**config.mk**
```make
export PLATFORM = sky130hd
export DESIGN_NAME = epid_ctrl
export DESIGN_NICKNAME = d
export VERILOG_FILES = /design/src/design/epid_pkg.sv /design/src/design/epid_ctrl.sv
export SDC_FILE = /design/constraint.sdc
export NUM_CORES = 1
export LEC_CHECK = 0
export CAP_MARGIN = 5
export CORE_MARGIN = 4
export CORE_UTILIZATION = 40
export CTS_CLUSTER_DIAMETER = 30
export CTS_CLUSTER_SIZE = 40
export DETAILED_ROUTE_END_ITERATION = 10
export DONT_BUFFER_PORTS = 1
export GPL_TIMING_DRIVEN = 0
export PLACE_DENSITY_LB_ADDON = 0.05
export SYNTH_ARGS = -nofsm -noshare
export SYNTH_HDL_FRONTEND = slang
export SYNTH_SLANG_ARGS = --single-unit
```
**constraint.sdc**
```tcl
create_clock -name clk -period 1.34 [get_ports clk]
set_input_delay 0.134 -clock clk [delete_from_list [all_inputs] [get_ports clk]]
set_output_delay 0.134 -clock clk [all_outputs]
set_load 0.05 [all_outputs]
```
**src/design/epid_pkg.sv**
```systemverilog
// Shared types and constants of the encoder PID H-bridge drive.
package epid_pkg;

  localparam int unsigned CFG_IDX_W = 3;

  typedef enum logic [CFG_IDX_W-1:0] {
    REG_KP       = 3'd0,
    REG_KI       = 3'd1,
    REG_KD       = 3'd2,
    REG_SPEED    = 3'd3,
    REG_DEADBAND = 3'd4
  } cfg_reg_t;

  localparam logic [14:0] SPEED_LIMIT_RST = 15'd32767;

  localparam logic [1:0] DIR_STOP = 2'd0;
  localparam logic [1:0] DIR_FWD  = 2'd1;
  localparam logic [1:0] DIR_BWD  = 2'd2;

  // Channel payloads.
  typedef struct packed {
    logic [31:0] now_ms;
    logic [15:0] encoder_count;
    logic [31:0] target_position;
  } in_t;

  typedef struct packed {
    logic [14:0] drive_a;
    logic [14:0] drive_b;
    logic [15:0] control_value;
    logic [1:0]  direction;
  } out_t;

  typedef struct packed {
    logic [CFG_IDX_W-1:0] index;
    logic [31:0]          wdata;
  } cfg_t;

  // Controller to datapath commands.
  typedef struct packed {
    logic load;      // capture input transaction, update position and dt
    logic err;       // compute error, set up the derivative divide and the integral product
    logic div_start; // derivative divide start (the datapath sets the divider up on err)
    logic div_step;  // one divider iteration
    logic integ;     // update integral
    logic mul_sel_kp;
    logic mul_sel_kd;
    logic mul_sel_ki;
    logic mul_step;  // one partial product accumulate
    logic finish;    // clamp and form the result, commit state
  } epid_cmd_t;

  typedef struct packed {
    logic div_done;
    logic mul_done;
  } epid_sts_t;

endpackage

```
**src/design/epid_ctrl.sv**
```systemverilog
// Controller state machine sequencing the PID datapath.
module epid_ctrl
  import epid_pkg::*;
(
  input  logic      clk,
  input  logic      rst_n,
  input  logic      in_fire,
  input  logic      out_free,
  input  epid_sts_t sts,
  output epid_cmd_t cmd,
  output logic      busy
);

  typedef enum logic [8:0] {
    S_IDLE  = 9'b000000001,
    S_ERR   = 9'b000000010,
    S_DIV   = 9'b000000100,
    S_INTEG = 9'b000001000,
    S_MKP   = 9'b000010000,
    S_MKD   = 9'b000100000,
    S_MKI   = 9'b001000000,
    S_WAIT  = 9'b010000000,
    S_FIN   = 9'b100000000
  } state_t;

  state_t state_r, state_nxt;

  always_ff @(posedge clk) begin
    if (!rst_n) begin
      state_r <= S_IDLE;
    end else begin
      state_r <= state_nxt;
    end
  end

  always_comb begin
    state_nxt = state_r;
    cmd = '0;
    busy = 1'b1;
    unique case (state_r)
      S_IDLE: begin
        busy = 1'b0;
        if (in_fire) begin
          cmd.load = 1'b1;
          state_nxt = S_ERR;
        end
      end
      S_ERR: begin
        cmd.err = 1'b1;
        cmd.div_start = 1'b1;
        state_nxt = S_DIV;
      end
      S_DIV: begin
        cmd.div_step = 1'b1;
        if (sts.div_done) begin
          state_nxt = S_INTEG;
        end
      end
      S_INTEG: begin
        cmd.integ = 1'b1;
        state_nxt = S_MKP;
      end
      S_MKP: begin
        cmd.mul_sel_kp = 1'b1;
        cmd.mul_step = 1'b1;
        if (sts.mul_done) begin
          state_nxt = S_MKD;
        end
      end
      S_MKD: begin
        cmd.mul_sel_kd = 1'b1;
        cmd.mul_step = 1'b1;
        if (sts.mul_done) begin
          state_nxt = S_MKI;
        end
      end
      S_MKI: begin
        cmd.mul_sel_ki = 1'b1;
        cmd.mul_step = 1'b1;
        if (sts.mul_done) begin
          state_nxt = S_WAIT;
        end
      end
      S_WAIT: begin
        if (out_free) begin
          state_nxt = S_FIN;
        end
      end
      S_FIN: begin
        cmd.finish = 1'b1;
        state_nxt = S_IDLE;
      end
      default: begin
        state_nxt = S_IDLE;
      end
    endcase
  end

endmodule

```
# Word-level counts from Yosys, hierarchy flattened
# Cells that the tools add are included.
[op_classes]
n_eq_ne = 15
n_reduce_logical = 2
muxes = 18
[op_table]
columns = ["cell", "count"]
rows = [
  ["case mux 9 bit (8 select lines)", 1],
  ["two-way mux 9 bit", 6],
  ["inequality test 2 bit (second input constant)", 6],
  ["two-way mux 1 bit", 10],
  ["equality test 9 x 1 -> 1 bit (second input constant)", 1],
  ["equality test 9 x 2 -> 1 bit (second input constant)", 1],
  ["equality test 9 x 3 -> 1 bit (second input constant)", 1],
  ["equality test 9 x 4 -> 1 bit (second input constant)", 1],
  ["equality test 9 x 5 -> 1 bit (second input constant)", 1],
  ["equality test 9 x 6 -> 1 bit (second input constant)", 1],
  ["equality test 9 x 7 -> 1 bit (second input constant)", 1],
  ["equality test 9 x 8 -> 1 bit (second input constant)", 1],
  ["equality test 9 bit (second input constant)", 1],
  ["AND reduction 6 bit", 1],
  ["OR reduction 3 bit", 1],
  ["two-way mux 2 bit", 1],
]
[word_totals]
inputBits = 6
register_bits = 9
word_cells = 36

# Depth between registers and ports, before layout
[logic_depth]
ltp_word = 3
depth_mapped = 6

# Least setup slack after synthesis
# No wires, ideal clock.
[synth_timing]
kind = "flip-flop to output port"
from = "register state_r[5]"
to = "output port cmd[9] in the netlist's numbering"
path_slack_ns = -0.958
path_stages_with_launch = 4
arrival_ns = 2.164
cell_sequence = "dfxtp_1 nor3_4 nand4_1 nor2_1"
[synth_lines]
columns = ["item", "line", "text"]
rows = [
  ["from (decl)", "epid_ctrl.sv:26", "state_t state_r, state_nxt;"],
  ["from (signal assigned)", "epid_ctrl.sv:32", "state_r <= state_nxt;"],
  ["to (decl)", "epid_ctrl.sv:10", "output epid_cmd_t cmd,"],
]

==> summary.md <==
| Metric | Value |
|---|---|
| Outcome | `complete, but fails checks` |
| Violated checks | `negative setup slack` |
| Top flop regs | `state_r (9)` |
| Relative slew margins | `0.416` |
| Die height | `47.5 um` |
| Final min period | `2.27 ns` |
| Hold WS | `0.0200 ns` |
| Die width | `47.5 um` |
| Max VDD drop | `1030 uV` |
| Final setup vio count | `20` |
| Worst Setup End Kind | `output pin` |
| Cell Rows | `14` |
| Mapped Cells | `70` |
| Yosys reg bits | `9` |
| Pleak | `0.334 nW` |
| CP cell instances | `nor3_4 -> nand4_1 -> nor2_4` |
| Post-route clock skew | `0.00270 ns` |
| Slew @ Worst Pin | `0.873 ns` |
| Clock transition at path regs | `0.06 ns` |
| N_diodes | `0` |
| DR DRC count | `0` |
| Drt total wl | `1590 um` |
| Worst skew pair latency | `0.26 ns` |
| Final Non-Filler Cells | `105` |
| Post-synthesis area per instance | `8.94 um2` |
| Critical path's slowest cell | `nand4_1` |
| I/O pins | `17` |
| Number of port buffers | `0` |
| Fin. max-slew vios | `0` |
| Slowest stage delay, CP | `0.71 ns` |
| Cells after DPL | `86` |
| 1st-iter DRT viols | `11` |
| Top delay family on crit path | `simple AND/OR/NAND/NOR gates` |
| DIE AREA | `0.00226 mm2` |
| Fillers | `133` |
| Pwr Total | `0.884 mW` |
| CTS Sinks | `9` |
| Ratio of cells with drive above 1 in the final layout | `0.551` |
| Fin crit share | `1.69` |
| RSZ-0062 raised after global routing | `true` |
| Top post-synthesis cells by area | `dfxtp_1, nor2_1, buf_4` |
| Max-cap violation count | `0` |
| Synth-to-Final Area Change | `51.2%` |
| First-pass GRT wire length | `2480 um` |
| Final hold viol count | `0` |
| Area leader, netlist | `dfxtp_1` |
| Fin util | `0.635` |
| Warnings from Yosys | `0` |
| Post-synth EDFFs | `0` |
| # H-tree levels | `1` |
| Congestion Overflow GR | `0` |
| Commonest non-fill, non-tap cell in the layout | `buf_4` |
| Max reg flops | `9` |
| Worst EP required | `1.21 ns` |
| CP Launch Type | `register` |
| Initial antenna violation count | `0` |
| Initial core utilization | `0.420` |
| Largest net degree at the start of global routing | `9` |
| Commonest cells after routing, fill and taps aside | `buf_4, nor2_1, buf_6, dlygate4sd3_1` |
| Crit path depth | `3` |
| Mapped Area | `626 um2` |
| Total vias in the final route | `602` |
| Layout net count | `96` |
| DRT Pass-1 Iters | `4` |
| Pwr per Cell Area | `935 mW/mm2` |
| Total CTS buffers | `3` |
| Crit Path Category | `reg -> out` |
| Yosys top cell area share | `0.288` |
| Setup WS post-layout | `-0.927 ns` |
| Seq/Total Area, Yosys | `0.288` |
| FF-to-FF path depth | `5` |
| Dpl hpwl | `1000 um` |
| CP arrival | `2.13 ns` |
| Worst-path fanout max | `6` |
| Post-Syn Nets | `76` |
| TritonCTS clock tree | `built` |
| Reg with most FFs | `state_r` |
| Max Buffers Root-to-Sink | `2` |
| Main synth FF type | `dfxtp_1` |
| Max Fclk | `0.441 GHz` |
| Crit path buf inv count | `0` |
| Synth unique cells | `33` |
| Core area | `0.00149 mm2` |
| Root buffer cell | `clkbuf_4` |
| Antenna viol nets, final | `0` |
| WL per Instance | `15.1 um` |
| Via-to-Cell Ratio | `5.73` |
| GPL Wtd Cong | `0.743` |
| Hold Crit Depth | `1` |
| Post-synthesis async set-or-reset flop share | `0` |
| Worst Hold Class | `in -> reg` |
| GRT Util Overall | `0.161` |
| Vias in the first global route | `548` |
[worst paths after layout]
check / from / endpoint / slack, ns
worst min register to register: state_r[6] / state_r[6] / 0.52
worst min-delay path: rst_n / state_r[5] / 0.02
worst max-delay path: state_r[6] / cmd[9] / -0.93
worst max register to register: state_r[6] / state_r[1] / -0.81
[routing by layer]
metal  vias up  share of wire  GRT usage
met5         -              0          0
met3         4          0.067     0.0714
li1        291              -          -
met1       288           0.37      0.179
met2        19           0.54      0.262
met4         0          0.025     0.0753
[per-stage QoR]
step           TNS (ns)  area, um2  setup slack, ns
6_report          -9.53        946           -0.927
5_1_grt          -10.99        946           -0.990
4_1_cts           -9.99        821           -0.959
3_5_place_dp      -8.47        677           -0.921
3_3_place_gp      -8.49        677           -0.950
2_1_floorplan     -5.93        657           -0.700
[cell families after synthesis]
kind of cell	after synthesis	share of synthesized area
xor+xnor	2	0.0280
flops	9	0.288
compound gates	13	0.168
buf+inv	7	0.0660
simple gates	39	0.450
[synth_stat cells, types with 2 or more instances]
library cell and number:
buf_4 4, o211ai_1 2, nand4b_1 3, dfxtp_1 9, nor2_1 11, nand2_1 5, xor2_1 2, a21boi_1 2
o21ai_0 2, inv_1 3, nor4_2 2, nand2b_1 2, nor2b_1 3
[final cells by class]
cell class                 count  area (um2)  area share
multi-input combinational     54         502       0.530
buffer                         3        37.5      0.0397
sequential                     9         200       0.212
inverter                       3        16.3      0.0172
timing repair buffer          16         144       0.152
clock buffer                   4        26.3      0.0278
tap                           16        20.0      0.0212
[timing repair]
item / in CTS / in global routing
pin swaps: 8 / 5
setup buffers: 6 / 5
gates resized for setup: 10 / 24
endpoints found under the setup margin: 20 / 20
cloned: 0 / 0
hold endpoints to repair: 4 / 1
hold buffers: 4 / 1
[power breakdown]
part | switching, mW | leakage (nW) | internal, mW
registers | 0.0489 | 0.0774 | 0.283
clock network | 0.0911 | 0.0150 | 0.115
logic | 0.204 | 0.242 | 0.143
total | 0.343 | 0.334 | 0.541
(Power assumes the default switching activity.)
